<file path="src/rtl/two_pole_lowpass_biquad_defines.svh">
// assertion macros shared by the biquad modules
`ifndef TWO_POLE_LOWPASS_BIQUAD_DEFINES_SVH
`define TWO_POLE_LOWPASS_BIQUAD_DEFINES_SVH

// consequent must hold in the same cycle as the antecedent
`define BQD_ASSERT_IMP(lbl, ante, cons, msg) \
    lbl: assert property (@(posedge i_clk) disable iff (!i_rst_n) (ante) |-> (cons)) \
        else $error(msg);

// consequent must hold in the cycle after the antecedent
`define BQD_ASSERT_NXT(lbl, ante, cons, msg) \
    lbl: assert property (@(posedge i_clk) disable iff (!i_rst_n) (ante) |=> (cons)) \
        else $error(msg);

`endif

</file>
<file path="src/rtl/bqd_pkg.sv">
// shared types and constants of the two-pole low-pass biquad
package bqd_pkg;

    // parameter defaults
    localparam int SAMPLE_WIDTH_DEF   = 14;
    localparam int COEF_FRAC_BITS_DEF = 22;

    // fixed widths
    localparam int DELAY_W         = 48;
    localparam int SCALE_W         = 32;
    localparam int SCALE_FRAC_BITS = 16;
    localparam int CFG_DATA_W      = 32;
    localparam int CFG_IDX_W       = 3;
    localparam int MUL_A_W         = 64;
    localparam int MUL_B_W         = 33;
    localparam int MUL_OP_W        = 32;
    localparam int SHAMT_W         = 7;

    // register indexes
    localparam logic [CFG_IDX_W-1:0] CFG_ENABLE = 3'd0;
    localparam logic [CFG_IDX_W-1:0] CFG_B0     = 3'd1;
    localparam logic [CFG_IDX_W-1:0] CFG_A1     = 3'd2;
    localparam logic [CFG_IDX_W-1:0] CFG_A2     = 3'd3;
    localparam logic [CFG_IDX_W-1:0] CFG_SCALE  = 3'd4;

    // sequencer states
    typedef enum logic [2:0] {
        S_IDLE,
        S_PRIME,
        S_T1,
        S_T2,
        S_SUM,
        S_Y,
        S_OUT
    } t_state;

    // product scaling selected per multiply
    typedef enum logic [1:0] {
        SH_SCALE,
        SH_COEF,
        SH_OUT
    } t_shift;

    // request from the sequencer to the multiply unit
    typedef struct packed {
        logic   start;
        t_shift shift;
    } t_mul_req;

endpackage

</file>
<file path="src/rtl/bqd_mul.sv">
// shared multiply unit: 64x33 signed product over two 32x32 passes, round, shift, saturate
module bqd_mul #(
    parameter int COEF_FRAC_BITS = bqd_pkg::COEF_FRAC_BITS_DEF
) (
    input  logic                                  i_clk,
    input  logic                                  i_rst_n,
    input  bqd_pkg::t_mul_req                     i_req,
    input  logic signed [bqd_pkg::MUL_A_W-1:0]    i_a,
    input  logic signed [bqd_pkg::MUL_B_W-1:0]    i_b,
    output logic                                  o_done,
    output logic signed [bqd_pkg::DELAY_W-1:0]    o_result
);
    import bqd_pkg::*;

    localparam int ACC_W = MUL_A_W + MUL_OP_W;
    localparam int FIN_W = ACC_W + 2;
    localparam logic [1:0] PH_LAST = 2'd3;

    logic                       r_busy;
    logic                       r_done;
    logic [1:0]                 r_phase;
    logic [MUL_A_W-1:0]         r_mag_a;
    logic [MUL_OP_W-1:0]        r_mag_b;
    logic                       r_neg;
    t_shift                     r_shift;
    logic [2*MUL_OP_W-1:0]      r_prod;
    logic [ACC_W-1:0]           r_acc;
    logic signed [DELAY_W-1:0]  r_result;

    logic [MUL_A_W-1:0]         w_abs_a;
    logic [MUL_B_W-1:0]         w_abs_b;
    logic [MUL_OP_W-1:0]        w_op_a;
    logic [2*MUL_OP_W-1:0]      w_prod;
    logic [SHAMT_W-1:0]         w_shamt;
    logic signed [FIN_W-1:0]    w_signed;
    logic signed [FIN_W-1:0]    w_rounded;
    logic signed [FIN_W-1:0]    w_shifted;
    logic signed [DELAY_W-1:0]  w_sat;

    // operand magnitudes
    assign w_abs_a = i_a[MUL_A_W-1] ? MUL_A_W'(-i_a) : MUL_A_W'(i_a);
    assign w_abs_b = i_b[MUL_B_W-1] ? MUL_B_W'(-i_b) : MUL_B_W'(i_b);

    // the one multiplier, low half of a first, high half second
    assign w_op_a = (r_phase == 2'd0) ? r_mag_a[MUL_OP_W-1:0]
                                      : r_mag_a[MUL_A_W-1:MUL_OP_W];
    assign w_prod = (2*MUL_OP_W)'(w_op_a) * (2*MUL_OP_W)'(r_mag_b);

    // shift amount for the selected scaling
    always_comb begin
        unique case (r_shift)
            SH_SCALE: w_shamt = SHAMT_W'(SCALE_FRAC_BITS);
            SH_COEF:  w_shamt = SHAMT_W'(COEF_FRAC_BITS);
            SH_OUT:   w_shamt = SHAMT_W'(2 * COEF_FRAC_BITS);
            default:  w_shamt = SHAMT_W'(COEF_FRAC_BITS);
        endcase
    end

    // sign, round half up, arithmetic shift, saturate to delay width
    always_comb begin
        w_signed  = r_neg ? -$signed({2'b00, r_acc}) : $signed({2'b00, r_acc});
        w_rounded = w_signed + $signed(FIN_W'(1) << (w_shamt - SHAMT_W'(1)));
        w_shifted = w_rounded >>> w_shamt;
        if (w_shifted[FIN_W-1:DELAY_W-1] == {(FIN_W-DELAY_W+1){w_shifted[DELAY_W-1]}}) begin
            w_sat = w_shifted[DELAY_W-1:0];
        end else if (w_shifted[FIN_W-1]) begin
            w_sat = {1'b1, {(DELAY_W-1){1'b0}}};
        end else begin
            w_sat = {1'b0, {(DELAY_W-1){1'b1}}};
        end
    end

    // control: busy flag, phase counter, done pulse
    always_ff @(posedge i_clk) begin
        if (!i_rst_n) begin
            r_busy  <= 1'b0;
            r_done  <= 1'b0;
            r_phase <= 2'd0;
        end else begin
            r_done <= 1'b0;
            if (i_req.start) begin
                r_busy  <= 1'b1;
                r_phase <= 2'd0;
            end else if (r_busy) begin
                r_phase <= r_phase + 2'd1;
                if (r_phase == PH_LAST) begin
                    r_busy <= 1'b0;
                    r_done <= 1'b1;
                end
            end
        end
    end

    // datapath
    always_ff @(posedge i_clk) begin
        if (i_req.start) begin
            r_mag_a <= w_abs_a;
            r_mag_b <= w_abs_b[MUL_OP_W-1:0];
            r_neg   <= i_a[MUL_A_W-1] ^ i_b[MUL_B_W-1];
            r_shift <= i_req.shift;
        end else if (r_busy) begin
            unique case (r_phase)
                2'd0: r_prod <= w_prod;
                2'd1: begin
                    r_acc  <= ACC_W'(r_prod);
                    r_prod <= w_prod;
                end
                2'd2: r_acc <= r_acc + {r_prod, {MUL_OP_W{1'b0}}};
                2'd3: r_result <= w_sat;
                default: r_result <= w_sat;
            endcase
        end
    end

    assign o_done   = r_done;
    assign o_result = r_result;

    `include "two_pole_lowpass_biquad_defines.svh"

    `BQD_ASSERT_IMP(a_no_start_busy, i_req.start, !r_busy, "multiply started while busy")
    `BQD_ASSERT_IMP(a_done_after_last, r_done, $past(r_busy) && ($past(r_phase) == PH_LAST), "done without final phase")
    `BQD_ASSERT_IMP(a_done_idle, r_done, !r_busy, "unit busy while reporting done")

endmodule

</file>
<file path="src/rtl/two_pole_lowpass_biquad.sv">
// top level of the two-pole low-pass biquad: registers, sequencer, output stage
//
//  channel   signals                                     direction
//  input     i_in_valid / o_in_ready / i_sample_in       in
//  output    o_out_valid / i_out_ready / o_sample_out    out
//  config    i_cfg_we / i_cfg_index / i_cfg_data         in, write only
//
//  Enabled samples pass products a1*d1, a2*d2, a sum and the output product, after a
//  priming product on the first sample after reset or a register write; bypassed
//  samples go straight to the output state. One 32x32 multiplier does every product.
//  Reset is synchronous, active low; no item is taken until the previous one sits in
//  the output register. A stalled output holds the sequencer in its output state.
module two_pole_lowpass_biquad #(
    parameter int SAMPLE_WIDTH   = bqd_pkg::SAMPLE_WIDTH_DEF,
    parameter int COEF_FRAC_BITS = bqd_pkg::COEF_FRAC_BITS_DEF
) (
    input  logic                                 i_clk,
    input  logic                                 i_rst_n,
    input  logic                                 i_in_valid,
    output logic                                 o_in_ready,
    input  logic signed [SAMPLE_WIDTH-1:0]       i_sample_in,
    output logic                                 o_out_valid,
    input  logic                                 i_out_ready,
    output logic signed [SAMPLE_WIDTH-1:0]       o_sample_out,
    input  logic                                 i_cfg_we,
    input  logic [bqd_pkg::CFG_IDX_W-1:0]        i_cfg_index,
    input  logic [bqd_pkg::CFG_DATA_W-1:0]       i_cfg_data
);
    import bqd_pkg::*;

    localparam int COEF_W = COEF_FRAC_BITS + 2;
    localparam int XS_W   = SAMPLE_WIDTH + COEF_FRAC_BITS;
    localparam logic signed [MUL_A_W-1:0] D_MAX = {{(MUL_A_W-DELAY_W+1){1'b0}},
                                                   {(DELAY_W-1){1'b1}}};
    localparam logic signed [MUL_A_W-1:0] D_MIN = ~D_MAX;
    localparam logic signed [DELAY_W-1:0] Y_MAX = {{(DELAY_W-SAMPLE_WIDTH+1){1'b0}},
                                                   {(SAMPLE_WIDTH-1){1'b1}}};
    localparam logic signed [DELAY_W-1:0] Y_MIN = ~Y_MAX;

    // configuration registers
    logic                       r_enable;
    logic signed [COEF_W-1:0]   r_b0;
    logic signed [COEF_W-1:0]   r_a1;
    logic signed [COEF_W-1:0]   r_a2;
    logic [SCALE_W-1:0]         r_scale;

    // filter state and work registers
    t_state                     r_state;
    t_state                     n_state;
    logic                       r_primed;
    logic                       r_issued;
    logic signed [SAMPLE_WIDTH-1:0] r_x;
    logic signed [DELAY_W-1:0]  r_d1;
    logic signed [DELAY_W-1:0]  r_d2;
    logic signed [DELAY_W-1:0]  r_t1;
    logic signed [DELAY_W-1:0]  r_t2;
    logic signed [DELAY_W-1:0]  r_d0;
    logic signed [SAMPLE_WIDTH-1:0] r_y;
    logic                       r_out_valid;
    logic signed [SAMPLE_WIDTH-1:0] r_sample_out;

    // multiply unit hookup
    t_mul_req                   w_req;
    logic signed [MUL_A_W-1:0]  w_mul_a;
    logic signed [MUL_B_W-1:0]  w_mul_b;
    logic                       w_mul_done;
    logic signed [DELAY_W-1:0]  w_mul_res;

    logic signed [MUL_A_W-1:0]  w_xs;
    logic signed [MUL_A_W-1:0]  w_acc;
    logic signed [MUL_A_W-1:0]  w_sum;
    logic signed [DELAY_W-1:0]  w_d0;
    logic signed [SAMPLE_WIDTH-1:0] w_y;
    logic                       w_out_load;

    // sample scaled to the delay format
    assign w_xs = {{(MUL_A_W-XS_W){r_x[SAMPLE_WIDTH-1]}}, r_x, {COEF_FRAC_BITS{1'b0}}};

    // feedforward sum d0 + 2*d1 + d2
    assign w_acc = MUL_A_W'(r_d0) + (MUL_A_W'(r_d1) <<< 1) + MUL_A_W'(r_d2);

    // new delay element, saturated
    assign w_sum = w_xs - MUL_A_W'(r_t1) - MUL_A_W'(r_t2);
    always_comb begin
        if (w_sum > D_MAX) begin
            w_d0 = D_MAX[DELAY_W-1:0];
        end else if (w_sum < D_MIN) begin
            w_d0 = D_MIN[DELAY_W-1:0];
        end else begin
            w_d0 = w_sum[DELAY_W-1:0];
        end
    end

    // output saturated to the sample range
    always_comb begin
        if (w_mul_res > Y_MAX) begin
            w_y = Y_MAX[SAMPLE_WIDTH-1:0];
        end else if (w_mul_res < Y_MIN) begin
            w_y = Y_MIN[SAMPLE_WIDTH-1:0];
        end else begin
            w_y = w_mul_res[SAMPLE_WIDTH-1:0];
        end
    end

    assign w_out_load = (r_state == S_OUT) && (!r_out_valid || i_out_ready);

    // configuration writes
    always_ff @(posedge i_clk) begin
        if (!i_rst_n) begin
            r_enable <= 1'b0;
            r_b0     <= '0;
            r_a1     <= '0;
            r_a2     <= '0;
            r_scale  <= SCALE_W'(1) << SCALE_FRAC_BITS;
        end else if (i_cfg_we) begin
            unique case (i_cfg_index)
                CFG_ENABLE: r_enable <= i_cfg_data[0];
                CFG_B0:     r_b0     <= i_cfg_data[COEF_W-1:0];
                CFG_A1:     r_a1     <= i_cfg_data[COEF_W-1:0];
                CFG_A2:     r_a2     <= i_cfg_data[COEF_W-1:0];
                CFG_SCALE:  r_scale  <= i_cfg_data[SCALE_W-1:0];
                default:    ;
            endcase
        end
    end

    // state register
    always_ff @(posedge i_clk) begin
        if (!i_rst_n) begin
            r_state <= S_IDLE;
        end else begin
            r_state <= n_state;
        end
    end

    // next state and multiply requests
    always_comb begin
        n_state     = r_state;
        o_in_ready  = 1'b0;
        w_req.start = 1'b0;
        w_req.shift = SH_COEF;
        w_mul_a     = '0;
        w_mul_b     = '0;
        unique case (r_state)
            S_IDLE: begin
                o_in_ready = 1'b1;
                if (i_in_valid) begin
                    if (!r_enable) begin
                        n_state = S_OUT;
                    end else if (r_primed) begin
                        n_state = S_T1;
                    end else begin
                        n_state = S_PRIME;
                    end
                end
            end
            S_PRIME: begin
                w_req.start = !r_issued;
                w_req.shift = SH_SCALE;
                w_mul_a     = w_xs;
                w_mul_b     = $signed({1'b0, r_scale});
                if (w_mul_done) n_state = S_T1;
            end
            S_T1: begin
                w_req.start = !r_issued;
                w_mul_a     = MUL_A_W'(r_d1);
                w_mul_b     = MUL_B_W'(r_a1);
                if (w_mul_done) n_state = S_T2;
            end
            S_T2: begin
                w_req.start = !r_issued;
                w_mul_a     = MUL_A_W'(r_d2);
                w_mul_b     = MUL_B_W'(r_a2);
                if (w_mul_done) n_state = S_SUM;
            end
            S_SUM: begin
                n_state = S_Y;
            end
            S_Y: begin
                w_req.start = !r_issued;
                w_req.shift = SH_OUT;
                w_mul_a     = w_acc;
                w_mul_b     = MUL_B_W'(r_b0);
                if (w_mul_done) n_state = S_OUT;
            end
            S_OUT: begin
                if (w_out_load) n_state = S_IDLE;
            end
            default: n_state = S_IDLE;
        endcase
    end

    // control flags: multiply in flight, delays primed
    always_ff @(posedge i_clk) begin
        if (!i_rst_n) begin
            r_issued <= 1'b0;
            r_primed <= 1'b0;
        end else begin
            if (w_req.start) begin
                r_issued <= 1'b1;
            end else if (w_mul_done) begin
                r_issued <= 1'b0;
            end
            if (i_cfg_we && (i_cfg_index <= CFG_SCALE)) begin
                r_primed <= 1'b0;
            end else if ((r_state == S_PRIME) && w_mul_done) begin
                r_primed <= 1'b1;
            end
        end
    end

    // delay line and work registers
    always_ff @(posedge i_clk) begin
        if (!i_rst_n) begin
            r_d1 <= '0;
            r_d2 <= '0;
        end else begin
            unique case (r_state)
                S_PRIME: begin
                    if (w_mul_done) begin
                        r_d1 <= w_mul_res;
                        r_d2 <= w_mul_res;
                    end
                end
                S_Y: begin
                    if (w_mul_done) begin
                        r_d2 <= r_d1;
                        r_d1 <= r_d0;
                    end
                end
                default: ;
            endcase
        end
    end

    // payload registers of the current transaction
    always_ff @(posedge i_clk) begin
        unique case (r_state)
            S_IDLE: begin
                if (i_in_valid) begin
                    r_x <= i_sample_in;
                    r_y <= i_sample_in;
                end
            end
            S_T1:    if (w_mul_done) r_t1 <= w_mul_res;
            S_T2:    if (w_mul_done) r_t2 <= w_mul_res;
            S_SUM:   r_d0 <= w_d0;
            S_Y:     if (w_mul_done) r_y <= w_y;
            default: ;
        endcase
    end

    // output register
    always_ff @(posedge i_clk) begin
        if (!i_rst_n) begin
            r_out_valid <= 1'b0;
        end else if (w_out_load) begin
            r_out_valid <= 1'b1;
        end else if (i_out_ready) begin
            r_out_valid <= 1'b0;
        end
    end

    always_ff @(posedge i_clk) begin
        if (w_out_load) begin
            r_sample_out <= r_y;
        end
    end

    assign o_out_valid  = r_out_valid;
    assign o_sample_out = r_sample_out;

    // shared multiply unit
    bqd_mul #(
        .COEF_FRAC_BITS (COEF_FRAC_BITS)
    ) u_mul (
        .i_clk    (i_clk),
        .i_rst_n  (i_rst_n),
        .i_req    (w_req),
        .i_a      (w_mul_a),
        .i_b      (w_mul_b),
        .o_done   (w_mul_done),
        .o_result (w_mul_res)
    );

    `include "two_pole_lowpass_biquad_defines.svh"

    `BQD_ASSERT_IMP(a_out_from_seq, $rose(o_out_valid), $past(r_state) == S_OUT, "output loaded outside output state")
    `BQD_ASSERT_NXT(a_y_to_out, (r_state == S_Y) && w_mul_done, r_state == S_OUT, "output product not followed by output state")
    `BQD_ASSERT_IMP(a_done_issued, w_mul_done, r_issued, "multiply result without a request")

endmodule
</file>
<file path="config.mk">
export PLATFORM = sky130hd
export DESIGN_NAME = two_pole_lowpass_biquad
export DESIGN_NICKNAME = d
export VERILOG_FILES = /design/src/rtl/bqd_pkg.sv /design/src/rtl/bqd_mul.sv /design/src/rtl/two_pole_lowpass_biquad.sv
export VERILOG_INCLUDE_DIRS = /design/src /design/src/rtl
export SDC_FILE = /design/constraint.sdc
export NUM_CORES = 2
export LEC_CHECK = 0
export ABC_AREA = 1
export BUFFER_PORTS_ARGS = -buffer_cell sky130_fd_sc_hd__buf_2
export CORE_MARGIN = 1
export CORE_UTILIZATION = 60
export CTS_CLUSTER_DIAMETER = 80
export DETAILED_ROUTE_END_ITERATION = 10
export PLACE_DENSITY = 0.84
export SKIP_LAST_GASP = 1
export SLEW_MARGIN = 25
export SYNTH_ARGS = -nofsm -noshare
export SYNTH_HDL_FRONTEND = slang
export SYNTH_SLANG_ARGS = --single-unit
</file>
<file path="constraint.sdc">
create_clock -name i_clk -period 12.1 [get_ports i_clk]
set_input_delay 1.815 -clock i_clk [delete_from_list [all_inputs] [get_ports i_clk]]
set_output_delay 1.815 -clock i_clk [all_outputs]
set_load 0.02 [all_outputs]
</file>
==> metrics <==
Post-CTS Setup Bufs=0; most frequent cells in the layout=inv_1 (2179), nand2_1 (2052), nor2_1 (1546), fa_1 (973), ha_1 (501); DIE HEIGHT=376 µm; most common cell after layout, fill and taps aside=inv_1; pin count of the biggest net entering global routing=between 90 and 100; Seq/Total Area, Yosys=between 20% and 30%; gr ovfl total=0; Final Cell Area=0.0893 mm²; hold depth=0; CTS max path bufs=3; CP arrival=approximately 10000 ps; failing checks=design-rule violations; number of global-route vias before repair=between 70000 and 80000; post-route ant nets=0; detailed router's first-iteration violation count=between 9000 and 10000; Seq cells post-synth=704; syn_area_per_cell=about 7.7 µm²; Cell variety after synth=62; RD Place Congestion=1.04; Clock Latency Late Sink=710 ps; CP Max Fanout=32; mapped cell area=about 0.084 mm²; number of detailed-route iterations in the first pass=10; Synth-to-Final Area Change=6.32%; vias=approximately 76000; Worst Skew=75.6 ps; top cell type by total area after synthesis=fa_1; WL final=around 300 mm; RSZ-0062 raised after global routing=false; Fmax=~100 MHz; Placement Rows=136; top_reg_cell synth=edfxtp_1; startpoint types=register; Core Box Area=0.138 mm²; Slew Limit Fails=0; worst min path class=register to register; Least-Margin Pin Slew=1110 ps; Ports=70; share of cells above drive strength 1=under 10%; Post-DP HPWL=240 mm; R2R setup slack=2190 ps; EDFF count, synth=between 400 and 500; Sum Neg Setup Slack=0 ps; fin nets=around 12000; Max transition margin=between 20% and 30%; fin util=around 65%; clock buffer count from CTS=between 70 and 80; initial core utilization=about three fifths; Worst Hold Launch=r_y[4]; hold worst-path end=o_sample_out[4]; asr flop ratio synth=0%; H-tree Lvls=3; Tmin final=a little under 10000 ps; CTS tree=done; outcome=finished, violations left; final period utilization=81.9%; Post-DP Area=approximately 0.087 mm²; Fin. Hold Viols=0; Top cell by count, worst path=inv_1; die area=between 0.1 and 0.15 mm²; top-area cell type share of the netlist area=between 20% and 30%; PortBufs=69; reg-to-reg startpoint=u_mul.r_phase[0]; Synth Instances=approximately 11000; TritonCTS sink count=between 700 and 800; top post-synthesis cells by area=fa_1 (23%), edfxtp_1 (18%), inv_1 (9.7%); Critical Path RT=approximately 13000 ps; Ys Warns=0; Routed WL per cell=between 20 and 25 µm; clock slew at reported path FFs=around 60 ps; reg2reg end=u_mul.r_prod[53]; cells resized by post-CTS repair=0; Setup CP Type=register to register; worst-case reg-to-reg path depth=34; die width=~380 µm; CP max stage cell=o21ai_4; Via density=5.91; root buf cell=clkbuf_16; CP max stage delay=about 740 ps; Final setup viols=0; max cap viols=0; DR DRC count=2; antenna violations before repair=2; first-pass GRT wire length=~440 mm; Tot GR Track Use=a little over two fifths; hold_buf cts=0; Critical Path End Type=register
-- worst max path at each step --
stage	from	to	slack [ps]	cells past startpoint
after detailed placement	u_mul.r_phase[0]	u_mul.r_prod[53]	2280	33
after floorplan	u_mul.r_phase[0]	u_mul.r_prod[58]	3610	37
final	u_mul.r_phase[0]	u_mul.r_prod[53]	2190	34
after global routing	u_mul.r_phase[0]	u_mul.r_prod[53]	1780	33
after CTS	u_mul.r_phase[0]	u_mul.r_prod[53]	2200	38
after global placement	u_mul.r_phase[0]	u_mul.r_prod[53]	2050	34
-- synthesized netlist by cell type, drive strengths merged (29+ instances only) --
master,count
nor2,1607
ha,503
o211ai,29
dfxtp,211
nand3,490
o21ai,531
nand2,2093
xor2,186
xnor2,119
a21oi,483
clkbuf,326
edfxtp,493
o21a,30
a31oi,80
fa,973
inv,2211
nor3,59
buf,42
nand4,85
a221oi,44
or2,44
o221ai,141
-- sequential cells by signal, indices dropped and copies added (netlist names), 32 cells and up --
name and cells:
u_mul.r_prod 64, u_mul.r_mag_b 32, r_scale 32, u_mul.r_acc 96, r_d1 48, r_d0 48
u_mul.o_result 48, r_t1 48, u_mul.r_mag_a 64, r_t2 48, r_d2 48
-- cells by family after synthesis --
family,after synthesis,share of synthesized area [%]
AO/OA/AOI/OAI,1439,10.1
XOR/XNOR,305,3.18
adder cells (fa/ha/maj),1476,30.7
buffers and inverters,2605,11.7
flip-flops,704,22.7
other,1,0.00446
AND/OR/NAND/NOR,4429,21.7
-- metal layers --
metal	share of wire (%)	vias up	wire [µm]	global-route usage, %
met2	43	4598	128000	63.1
met5	0.0057	-	17	0
met1	39	36300	116000	56.4
li1	-	34200	-	-
met4	4.6	2	13700	16.3
met3	13	801	38800	12.6
-- cell type report --
class	instances	area, µm²
inverters	2237	8400
clock inverters	40	472
flip-flops and latches	704	19000
multi-input cells	7704	55600
fillers	12000	48900
well taps	1863	2330
diodes	7	17.5
repair buffers	195	1310
clock buffers	103	2130
-- stage by stage --
stage | hold WS (ps) | instances | setup WS [ps]
after floorplan | 400 | 11000 | 3610
after global placement | 401 | 12700 | 2050
after detailed placement | 405 | 12700 | 2280
after CTS | 419 | 12800 | 2200
after global routing | 430 | 12800 | 1780
final | 419 | 12900 | 2190
-- critical path, delay by kind of cell (launching register included) --
family          cells  cell delay (ps)
xor+xnor            1              160
fa+ha+maj          10             3980
simple gates        3              370
flops               1              400
compound gates     12             3440
buf+inv             8             1240
Power is left out: the tool's default activity adds up to more than one toggle a clock period on the data nets, which glitch-free logic cannot reach.
